## src/hw/rtl/srf_pkg.sv

```systemverilog
// Shared types and constants for the shortest route finder.
`default_nettype none
package srf_pkg;

    // Request operations
    localparam logic [1:0] OP_LOAD_EDGE  = 2'd0;
    localparam logic [1:0] OP_LOAD_MASK  = 2'd1;
    localparam logic [1:0] OP_FIND_ROUTE = 2'd2;
    localparam logic [1:0] OP_RSVD       = 2'd3;

    // Configuration register indexes
    localparam logic CFG_WEIGHT_MODE   = 1'b0;
    localparam logic CFG_STATION_COUNT = 1'b1;

    // Weight modes (the spare code behaves as hops)
    localparam logic [1:0] MODE_DISTANCE = 2'd0;
    localparam logic [1:0] MODE_TIME     = 2'd1;
    localparam logic [1:0] MODE_HOPS     = 2'd2;
    localparam logic [1:0] MODE_SPARE    = 2'd3;

    localparam logic [31:0] SAT32     = 32'hFFFF_FFFF;
    localparam int          ROUTE_MAX = 64;
    localparam int          LEN_W     = 7;
    localparam int          DIST_W    = 20;
    localparam int          DIV_STEPS = 20;
    // (5*speed)/36 computed as speed*5*1821 >> 16, exact for speed < 256
    localparam logic [21:0] SPEED_RECIP = 22'd9105;
    localparam int          RECIP_SHIFT = 16;

    typedef struct packed {
        logic [1:0]  operation;
        logic [5:0]  station_a;
        logic [5:0]  station_b;
        logic [19:0] distance_m;
        logic [7:0]  line_speed_kmh;
        logic [31:0] line_mask;
    } t_req;

    typedef struct packed {
        logic [5:0]  path_station;
        logic [31:0] total_cost;
        logic        status;
        logic        last_of_route;
    } t_rsp;

    typedef struct packed {
        logic [5:0]  ea;
        logic [5:0]  eb;
        logic [19:0] dist_m;
        logic [31:0] tw;
    } t_edge;

    typedef enum logic [4:0] {
        S_IDLE, S_DECODE, S_DIV_INIT, S_DIV_STEP, S_EDGE_WR, S_MASK_WR,
        S_Q_INIT, S_SEL_INIT, S_SEL_RD, S_SEL_CMP, S_SEL_END, S_SETTLE,
        S_LINES_U, S_E_RD, S_E_CHK, S_H_RD, S_H_CHK, S_RELAX, S_DONE,
        S_TRACE_INIT, S_TRACE_WR, S_TRACE_NEXT, S_EMIT_RD, S_EMIT_OUT, S_FAIL
    } t_state;

    typedef enum logic [4:0] {
        DP_NOP, DP_LATCH, DP_DIV_INIT, DP_DIV_STEP, DP_EDGE_WR, DP_MASK_WR,
        DP_Q_INIT, DP_SEL_INIT, DP_SEL_RD, DP_SEL_CMP, DP_SETTLE, DP_LINES_U,
        DP_E_RD, DP_E_CHK, DP_H_RD, DP_H_CHK, DP_RELAX, DP_COST_RD,
        DP_TRACE_INIT, DP_TRACE_WR, DP_TRACE_NEXT, DP_EMIT_RD, DP_EMIT_OUT,
        DP_FAIL_OUT
    } t_dp_op;

    typedef struct packed {
        t_dp_op op;
    } t_cmd;

    typedef struct packed {
        logic [1:0] req_op;
        logic       edge_full;
        logic       range_bad;
        logic       step_last;
        logic       idx_end;
        logic       found;
        logic       hops;
        logic       edge_zero;
        logic       edge_end;
        logic       relax_go;
        logic       dst_reached;
        logic       trace_stop;
        logic       emit_end;
    } t_sts;

endpackage
`default_nettype wire

```

## src/hw/rtl/srf_ctrl.sv

```systemverilog
// Sequencing state machine for the shortest route finder.
`default_nettype none
module srf_ctrl (
    input  wire           i_clk,
    input  wire           i_rst_n,
    input  wire           i_start,
    input  srf_pkg::t_sts i_sts,
    output srf_pkg::t_cmd o_cmd,
    output logic          o_busy
);

    srf_pkg::t_state r_state, n_state;

    // State register
    always_ff @(posedge i_clk) begin
        if (!i_rst_n) begin
            r_state <= srf_pkg::S_IDLE;
        end else begin
            r_state <= n_state;
        end
    end

    // Next state
    always_comb begin
        n_state = r_state;
        case (r_state)
            srf_pkg::S_IDLE: begin
                if (i_start) n_state = srf_pkg::S_DECODE;
            end
            srf_pkg::S_DECODE: begin
                case (i_sts.req_op)
                    srf_pkg::OP_LOAD_EDGE:
                        n_state = i_sts.edge_full ? srf_pkg::S_IDLE : srf_pkg::S_DIV_INIT;
                    srf_pkg::OP_LOAD_MASK:
                        n_state = srf_pkg::S_MASK_WR;
                    srf_pkg::OP_FIND_ROUTE:
                        n_state = i_sts.range_bad ? srf_pkg::S_FAIL : srf_pkg::S_Q_INIT;
                    default: n_state = srf_pkg::S_IDLE;
                endcase
            end
            srf_pkg::S_DIV_INIT: n_state = srf_pkg::S_DIV_STEP;
            srf_pkg::S_DIV_STEP: begin
                if (i_sts.step_last) n_state = srf_pkg::S_EDGE_WR;
            end
            srf_pkg::S_EDGE_WR:  n_state = srf_pkg::S_IDLE;
            srf_pkg::S_MASK_WR:  n_state = srf_pkg::S_IDLE;
            srf_pkg::S_Q_INIT:   n_state = srf_pkg::S_SEL_INIT;
            srf_pkg::S_SEL_INIT: n_state = srf_pkg::S_SEL_RD;
            srf_pkg::S_SEL_RD:   n_state = srf_pkg::S_SEL_CMP;
            srf_pkg::S_SEL_CMP:
                n_state = i_sts.idx_end ? srf_pkg::S_SEL_END : srf_pkg::S_SEL_RD;
            srf_pkg::S_SEL_END:
                n_state = i_sts.found ? srf_pkg::S_SETTLE : srf_pkg::S_DONE;
            srf_pkg::S_SETTLE: begin
                if (i_sts.hops) n_state = srf_pkg::S_LINES_U;
                else if (i_sts.edge_zero) n_state = srf_pkg::S_SEL_INIT;
                else n_state = srf_pkg::S_E_RD;
            end
            srf_pkg::S_LINES_U: n_state = srf_pkg::S_H_RD;
            srf_pkg::S_E_RD:    n_state = srf_pkg::S_E_CHK;
            srf_pkg::S_E_CHK: begin
                if (i_sts.relax_go) n_state = srf_pkg::S_RELAX;
                else if (i_sts.edge_end) n_state = srf_pkg::S_SEL_INIT;
                else n_state = srf_pkg::S_E_RD;
            end
            srf_pkg::S_H_RD: n_state = srf_pkg::S_H_CHK;
            srf_pkg::S_H_CHK: begin
                if (i_sts.relax_go) n_state = srf_pkg::S_RELAX;
                else if (i_sts.idx_end) n_state = srf_pkg::S_SEL_INIT;
                else n_state = srf_pkg::S_H_RD;
            end
            srf_pkg::S_RELAX: begin
                if (i_sts.hops)
                    n_state = i_sts.idx_end ? srf_pkg::S_SEL_INIT : srf_pkg::S_H_RD;
                else
                    n_state = i_sts.edge_end ? srf_pkg::S_SEL_INIT : srf_pkg::S_E_RD;
            end
            srf_pkg::S_DONE:
                n_state = i_sts.dst_reached ? srf_pkg::S_TRACE_INIT : srf_pkg::S_FAIL;
            srf_pkg::S_TRACE_INIT: n_state = srf_pkg::S_TRACE_WR;
            srf_pkg::S_TRACE_WR:
                n_state = i_sts.trace_stop ? srf_pkg::S_EMIT_RD : srf_pkg::S_TRACE_NEXT;
            srf_pkg::S_TRACE_NEXT: n_state = srf_pkg::S_TRACE_WR;
            srf_pkg::S_EMIT_RD:    n_state = srf_pkg::S_EMIT_OUT;
            srf_pkg::S_EMIT_OUT:
                n_state = i_sts.emit_end ? srf_pkg::S_IDLE : srf_pkg::S_EMIT_RD;
            srf_pkg::S_FAIL: n_state = srf_pkg::S_IDLE;
            default: n_state = srf_pkg::S_IDLE;
        endcase
    end

    // Datapath commands
    always_comb begin
        o_busy = (r_state != srf_pkg::S_IDLE);
        case (r_state)
            srf_pkg::S_IDLE:       o_cmd.op = i_start ? srf_pkg::DP_LATCH : srf_pkg::DP_NOP;
            srf_pkg::S_DIV_INIT:   o_cmd.op = srf_pkg::DP_DIV_INIT;
            srf_pkg::S_DIV_STEP:   o_cmd.op = srf_pkg::DP_DIV_STEP;
            srf_pkg::S_EDGE_WR:    o_cmd.op = srf_pkg::DP_EDGE_WR;
            srf_pkg::S_MASK_WR:    o_cmd.op = srf_pkg::DP_MASK_WR;
            srf_pkg::S_Q_INIT:     o_cmd.op = srf_pkg::DP_Q_INIT;
            srf_pkg::S_SEL_INIT:   o_cmd.op = srf_pkg::DP_SEL_INIT;
            srf_pkg::S_SEL_RD:     o_cmd.op = srf_pkg::DP_SEL_RD;
            srf_pkg::S_SEL_CMP:    o_cmd.op = srf_pkg::DP_SEL_CMP;
            srf_pkg::S_SETTLE:     o_cmd.op = srf_pkg::DP_SETTLE;
            srf_pkg::S_LINES_U:    o_cmd.op = srf_pkg::DP_LINES_U;
            srf_pkg::S_E_RD:       o_cmd.op = srf_pkg::DP_E_RD;
            srf_pkg::S_E_CHK:      o_cmd.op = srf_pkg::DP_E_CHK;
            srf_pkg::S_H_RD:       o_cmd.op = srf_pkg::DP_H_RD;
            srf_pkg::S_H_CHK:      o_cmd.op = srf_pkg::DP_H_CHK;
            srf_pkg::S_RELAX:      o_cmd.op = srf_pkg::DP_RELAX;
            srf_pkg::S_DONE:       o_cmd.op = srf_pkg::DP_COST_RD;
            srf_pkg::S_TRACE_INIT: o_cmd.op = srf_pkg::DP_TRACE_INIT;
            srf_pkg::S_TRACE_WR:   o_cmd.op = srf_pkg::DP_TRACE_WR;
            srf_pkg::S_TRACE_NEXT: o_cmd.op = srf_pkg::DP_TRACE_NEXT;
            srf_pkg::S_EMIT_RD:    o_cmd.op = srf_pkg::DP_EMIT_RD;
            srf_pkg::S_EMIT_OUT:   o_cmd.op = srf_pkg::DP_EMIT_OUT;
            srf_pkg::S_FAIL:       o_cmd.op = srf_pkg::DP_FAIL_OUT;
            default:               o_cmd.op = srf_pkg::DP_NOP;
        endcase
    end

endmodule
`default_nettype wire

```

## config.mk

```make
export PLATFORM = sky130hd
export DESIGN_NAME = srf_ctrl
export DESIGN_NICKNAME = d
export VERILOG_FILES = /design/src/hw/rtl/srf_pkg.sv /design/src/hw/rtl/srf_ctrl.sv
export SDC_FILE = /design/constraint.sdc
export NUM_CORES = 1
export LEC_CHECK = 0
export BUFFER_PORTS_ARGS = -buffer_cell sky130_fd_sc_hd__buf_2
export CORE_MARGIN = 2
export CORE_UTILIZATION = 40
export CTS_CLUSTER_DIAMETER = 200
export CTS_CLUSTER_SIZE = 10
export DETAILED_ROUTE_END_ITERATION = 16
export PLACE_DENSITY = 0.64
export RECOVER_POWER = 100
export REMOVE_ABC_BUFFERS = 1
export SYNTH_ARGS = -nofsm -noshare
export SYNTH_HDL_FRONTEND = slang
export SYNTH_SLANG_ARGS = --single-unit
```

## constraint.sdc

```tcl
create_clock -name i_clk -period 1.5 [get_ports i_clk]
set_clock_uncertainty 0.15 [all_clocks]
set_input_delay 0.15 -clock i_clk [delete_from_list [all_inputs] [get_ports i_clk]]
set_output_delay 0.15 -clock i_clk [all_outputs]
set_load 0.01 [all_outputs]
```

==> impl_metrics.env, run 1 <==
export IMPL_status="finished with violations"
export IMPL_violations="setup timing"
export IMPL_cp_end_kind="output port"
export IMPL_finalSetupTns_ns=-1.68
export IMPL_setup_ws_ns=-0.234
export IMPL_nNetsFinal=201
export IMPL_die_x_um=50.6
export IMPL_seq_area_frac_synth=0.115
export IMPL_synthArstFlopShare=0
export IMPL_vias=1286
export IMPL_hpwl_um=2400
export IMPL_synth_compound_area_share=0.334
export IMPL_clock_path_buffers=2
export IMPL_setup_viol=11
export IMPL_period_share=1.16
export IMPL_top_register="r_state"
export IMPL_placementRows=16
export IMPL_ys_ff_latch=5
export IMPL_overflow=0
export IMPL_ys_flop_type="dfxtp_1"
export IMPL_top_regs="r_state (5)"
export IMPL_final_hold_viol_count=0
export IMPL_drc=0
export IMPL_drive_above_1_share=0.574
export IMPL_synth_top_area_frac=0.115
export IMPL_finalCriticalPeriod_ns=1.73
export IMPL_critPathRequiredTime_ns=1.20
export IMPL_gp_congestion=0.926
export IMPL_fill_cells=163
export IMPL_viasPerCell=6.12
export IMPL_path_class="reg2out"
export IMPL_synth_commonest_cells="nand2_1, a21oi_1, nand3_1, nor2_1"
export IMPL_root_buffer="clkbuf_4"
export IMPL_start_util=0.434
export IMPL_synth_simple_area_share=0.379
export IMPL_relSlewSlack=0.738
export IMPL_numCtsBuffers=3
export IMPL_tightestPinTransition_ns=0.389
export IMPL_ys_warn_count=0
export IMPL_die_h_um=50.6
export IMPL_power_density_nw_per_um2=539
export IMPL_syn_to_final_growth_pct=70.7
export IMPL_firstDrtPassIters=4
export IMPL_max_freq_mhz=577
export IMPL_hold_class="in2reg"
export IMPL_netlist_area_sq_um=868
export IMPL_grtUsageTotal=0.303
export IMPL_synthMuxAreaShare=0.0130
export IMPL_clk_pin_slew_ns=0.04
export IMPL_cts_tree="built"
export IMPL_grt_max_degree=12
export IMPL_ant_nets=0
export IMPL_wl_per_cell_um=18.4
export IMPL_grt_pass1_wl_um=5830
export IMPL_antenna_found_initial=0
export IMPL_synth_xor_area_frac=0.0202
export IMPL_syn_inst=124
export IMPL_cts_max_level=1
export IMPL_synth_edff_count=0
export IMPL_p_total_uw=799
export IMPL_path_max_fanout=8
export IMPL_largest_register_ffs=5
export IMPL_routed_wl_um=3860
export IMPL_num_io_pins=23
export IMPL_grt_pass1_vias=1271
export IMPL_synth_top_family_by_area="simple AND/OR/NAND/NOR gates"
export IMPL_drt_initial_drc_count=89
export IMPL_synth_fa_ha_area_frac=0.0231
export IMPL_maxCapViolations=0
export IMPL_clock_latency_ns=0.25
export IMPL_p_leak_nw=0.637
export IMPL_fp_dieArea_sq_um=2560
export IMPL_synth_area_top_cells="dfxtp_1, a21oi_1, buf_6, o22ai_1, nand3_1"
export IMPL_portBuffers=22
export IMPL_whs_ns=0.0622
export IMPL_yosysMostFrequentCell="nand2_1"
export IMPL_drv_slew=0
export IMPL_utilization=0.741
export IMPL_yosysTopAreaCell="dfxtp_1"
export IMPL_core_sq_um=2000
export IMPL_cts_sinks=5
export IMPL_cp_start_kind="flop"
export IMPL_n_antenna_cell=0
export IMPL_syn_avg_cell_area_sq_um=7.00
export IMPL_synth_cell_types=47
export IMPL_arrival_ns=1.43
export IMPL_rsz0062_at_grt="yes"
export IMPL_ir_worst_vdd_uv=342
[power by group]
part	internal, mW	total [mW]	switching, mW
logic	0.241	0.477	0.236
registers	0.140	0.156	0.0159
clock network	0.101	0.167	0.0654
total	0.482	0.799	0.317
[worst paths after layout]
check             slack [ns]    endpoint  cells after the start        from
hold reg to reg         0.57  r_state[1]                      4  r_state[2]
hold / removal          0.06  r_state[1]                      3    i_sts[4]
setup / recovery       -0.23    o_cmd[0]                      8  r_state[1]
setup reg to reg       -0.18  r_state[2]                      8  r_state[1]
[worst max-delay path: stages, from the launching register on]
cell	delay, ns
dfxtp_2	0.33
buf_12	0.14
nor2_4	0.11
buf_6	0.13
nand2_1	0.08
o21ai_2	0.08
a21oi_1	0.09
o21ai_1	0.10
buf_2	0.13
[per-stage QoR]
stage	instances	instance area, sq um	worst slack (ns)
floorplan	114	790	-0.395
global placement	194	1180	-0.238
detailed placement	194	1180	-0.280
CTS	206	1410	-0.233
global route	210	1480	-0.303
finish	210	1480	-0.234
[cells by family (layout without fill, tap and decap cells)]
| family | count (synthesis) | count (layout) |
|---|---|---|
| flip-flops | 5 | 5 |
| buffers and inverters | 15 | 74 |
| AO/OA/AOI/OAI | 40 | 40 |
| AND/OR/NAND/NOR | 59 | 59 |
| adder cells (fa/ha/maj) | 2 | 2 |
| XOR/XNOR | 2 | 2 |
| multiplexers | 1 | 1 |
[cells in the final DEF, fill, tap and decap left out, types with 2 or more instances in the layout]
cell / count
nor2b_1: 4
a21oi_2: 2
clkbuf_4: 3
nor2_1: 6
maj3_1: 2
nand3_2: 2
a31oi_1: 2
o22ai_1: 4
buf_2: 21
nand2b_1: 5
nor2_4: 3
or2_4: 2
o21ai_0: 3
o22ai_2: 3
a21oi_1: 7
buf_6: 13
buf_4: 29
nand2_2: 2
nor4_1: 2
dfxtp_4: 4
and2_4: 2
a211oi_1: 3
nand2_1: 8
nor3_1: 6
o21ai_1: 2
inv_1: 4
nand3_1: 6
[metal layers]
layer  vias to the layer above  GRT usage  share of wire
met2                        93      0.542           0.48
met4                         0      0.122          0.051
met3                        26     0.0714           0.12
met1                       588      0.343           0.35
met5                         -          0              0
li1                        579          -              -
[final cells by class]
type                       count  area, sq um  share of cell area
tap                           27         33.8              0.0228
sequential                     5          116              0.0785
clock buffer                   4         26.3              0.0177
timing repair buffer          65          494               0.333
inverter                       5         23.8              0.0160
multi-input combinational    104          788               0.532
[timing repair]
item	in CTS	in global routing
resized for setup	38	13
hold buffers	0	0
pin swaps	9	9
setup buffers	8	4
endpoints found under the setup margin	11	11
No activity file was read; power rests on OpenSTA's default activity.
==> run 2, diff against run 1 <==
- CTS_BUF_LIST: default -> sky130_fd_sc_hd__clkbuf_8
==> impl_metrics.env, run 2 (synthesis gave the netlist of run 1 again) <==
export IMPL_status="finished with violations"
export IMPL_violations="setup timing"
export IMPL_period_share=1.14
export IMPL_num_io_pins=23
export IMPL_path_class="reg2out"
export IMPL_cts_max_level=1
export IMPL_drt_initial_drc_count=48
export IMPL_whs_ns=0.0839
export IMPL_fin_area_sq_um=1530
export IMPL_critPathRequiredTime_ns=1.20
export IMPL_ir_worst_vdd_uv=430
export IMPL_fp_dieArea_sq_um=2560
export IMPL_ant_nets=0
export IMPL_power_density_nw_per_um2=591
export IMPL_final_hold_viol_count=0
export IMPL_fin_cells=211
export IMPL_setup_ws_ns=-0.217
export IMPL_setup_viol=11
export IMPL_placed_area_sq_um=1180
export IMPL_clk_pin_slew_ns=0.04
export IMPL_utilization=0.763
export IMPL_maxCapViolations=0
export IMPL_grt_pass1_wl_um=5200
export IMPL_clock_latency_ns=0.23
export IMPL_overflow=0
export IMPL_finalCriticalPeriod_ns=1.72
export IMPL_p_leak_nw=0.643
export IMPL_dp_cells=194
export IMPL_cts_tree="built"
export IMPL_rsz0062_at_grt="yes"
export IMPL_top_register="r_state"
export IMPL_final_cell_mix="buf_4, buf_2, nand2_1, a21oi_1, buf_6"
export IMPL_die_x_um=50.6
export IMPL_drive_above_1_share=0.603
export IMPL_grtUsageTotal=0.272
export IMPL_grt_pass1_vias=1152
export IMPL_vias=1240
export IMPL_grt_max_degree=12
export IMPL_drv_slew=0
export IMPL_portBuffers=22
export IMPL_finalSetupTns_ns=-1.73
export IMPL_cp_start_kind="flop"
export IMPL_drc=0
export IMPL_relSlewSlack=0.779
export IMPL_n_antenna_cell=0
export IMPL_nNetsFinal=202
export IMPL_gp_congestion=0.926
export IMPL_hold_class="in2reg"
export IMPL_hpwl_um=2400
export IMPL_max_freq_mhz=583
export IMPL_syn_to_final_growth_pct=75.9
export IMPL_tightestPinTransition_ns=0.328
export IMPL_firstDrtPassIters=4
export IMPL_path_max_fanout=5
export IMPL_core_sq_um=2000
export IMPL_die_h_um=50.6
export IMPL_cts_sinks=5
export IMPL_arrival_ns=1.42
export IMPL_p_total_uw=903
export IMPL_antenna_found_initial=0
export IMPL_root_buffer="clkbuf_8"
export IMPL_viasPerCell=5.88
export IMPL_placementRows=16
export IMPL_layout_commonest_cell="buf_4"
export IMPL_largest_register_ffs=5
export IMPL_start_util=0.434
export IMPL_top_regs="r_state (5)"
export IMPL_clock_path_buffers=2
export IMPL_wl_per_cell_um=17.7
export IMPL_cp_end_kind="output port"
export IMPL_place_ws_ns=-0.280
export IMPL_numCtsBuffers=3
export IMPL_routed_wl_um=3730
==> run 2: cell type report <==
class,count,area (sq um)
inverters,5,21.3
clock buffers,3,41.3
well taps,27,33.8
repair buffers,66,499
clock inverters,1,3.75
multi-input cells,104,810
flip-flops and latches,5,119
fillers,143,474
==> run 2: report_power, final <==
group / internal [mW] / leakage, nW / total [mW] / switching (mW)
logic: 0.253 / 0.572 / 0.488 / 0.235
clock network: 0.177 / 0.0269 / 0.256 / 0.0791
registers: 0.139 / 0.0444 / 0.159 / 0.0200
total: 0.569 / 0.643 / 0.903 / 0.334
==> run 2: routing by layer <==
metal / wire length, um / GRT usage
met1: 1520 / 0.323
met5: 0 / 0
met3: 280 / 0.0565
met4: 144 / 0.113
met2: 1780 / 0.469
==> run 2: worst paths after layout <==
path / start / endpoint / slack [ns] / depth (start not counted)
min: i_sts[4] / r_state[1] / 0.08 / 3
max: r_state[0] / o_cmd[1] / -0.22 / 5
min reg2reg: r_state[2] / r_state[1] / 0.65 / 4
max reg2reg: r_state[3] / r_state[4] / -0.18 / 6
==> run 2: timing repair <==
action	4_1_cts	5_1_grt
buffers inserted	2	10
pin swaps	11	17
setup endpoints to repair	11	11
hold buffers	0	0
cloned	0	1
gates resized for setup	28	23
==> run 2: worst max-delay path, cell delays in order (launching register included) <==
cell,delay [ns]
dfxtp_4,0.36
buf_6,0.12
or2_4,0.26
buf_4,0.15
o22ai_2,0.14
buf_2,0.15
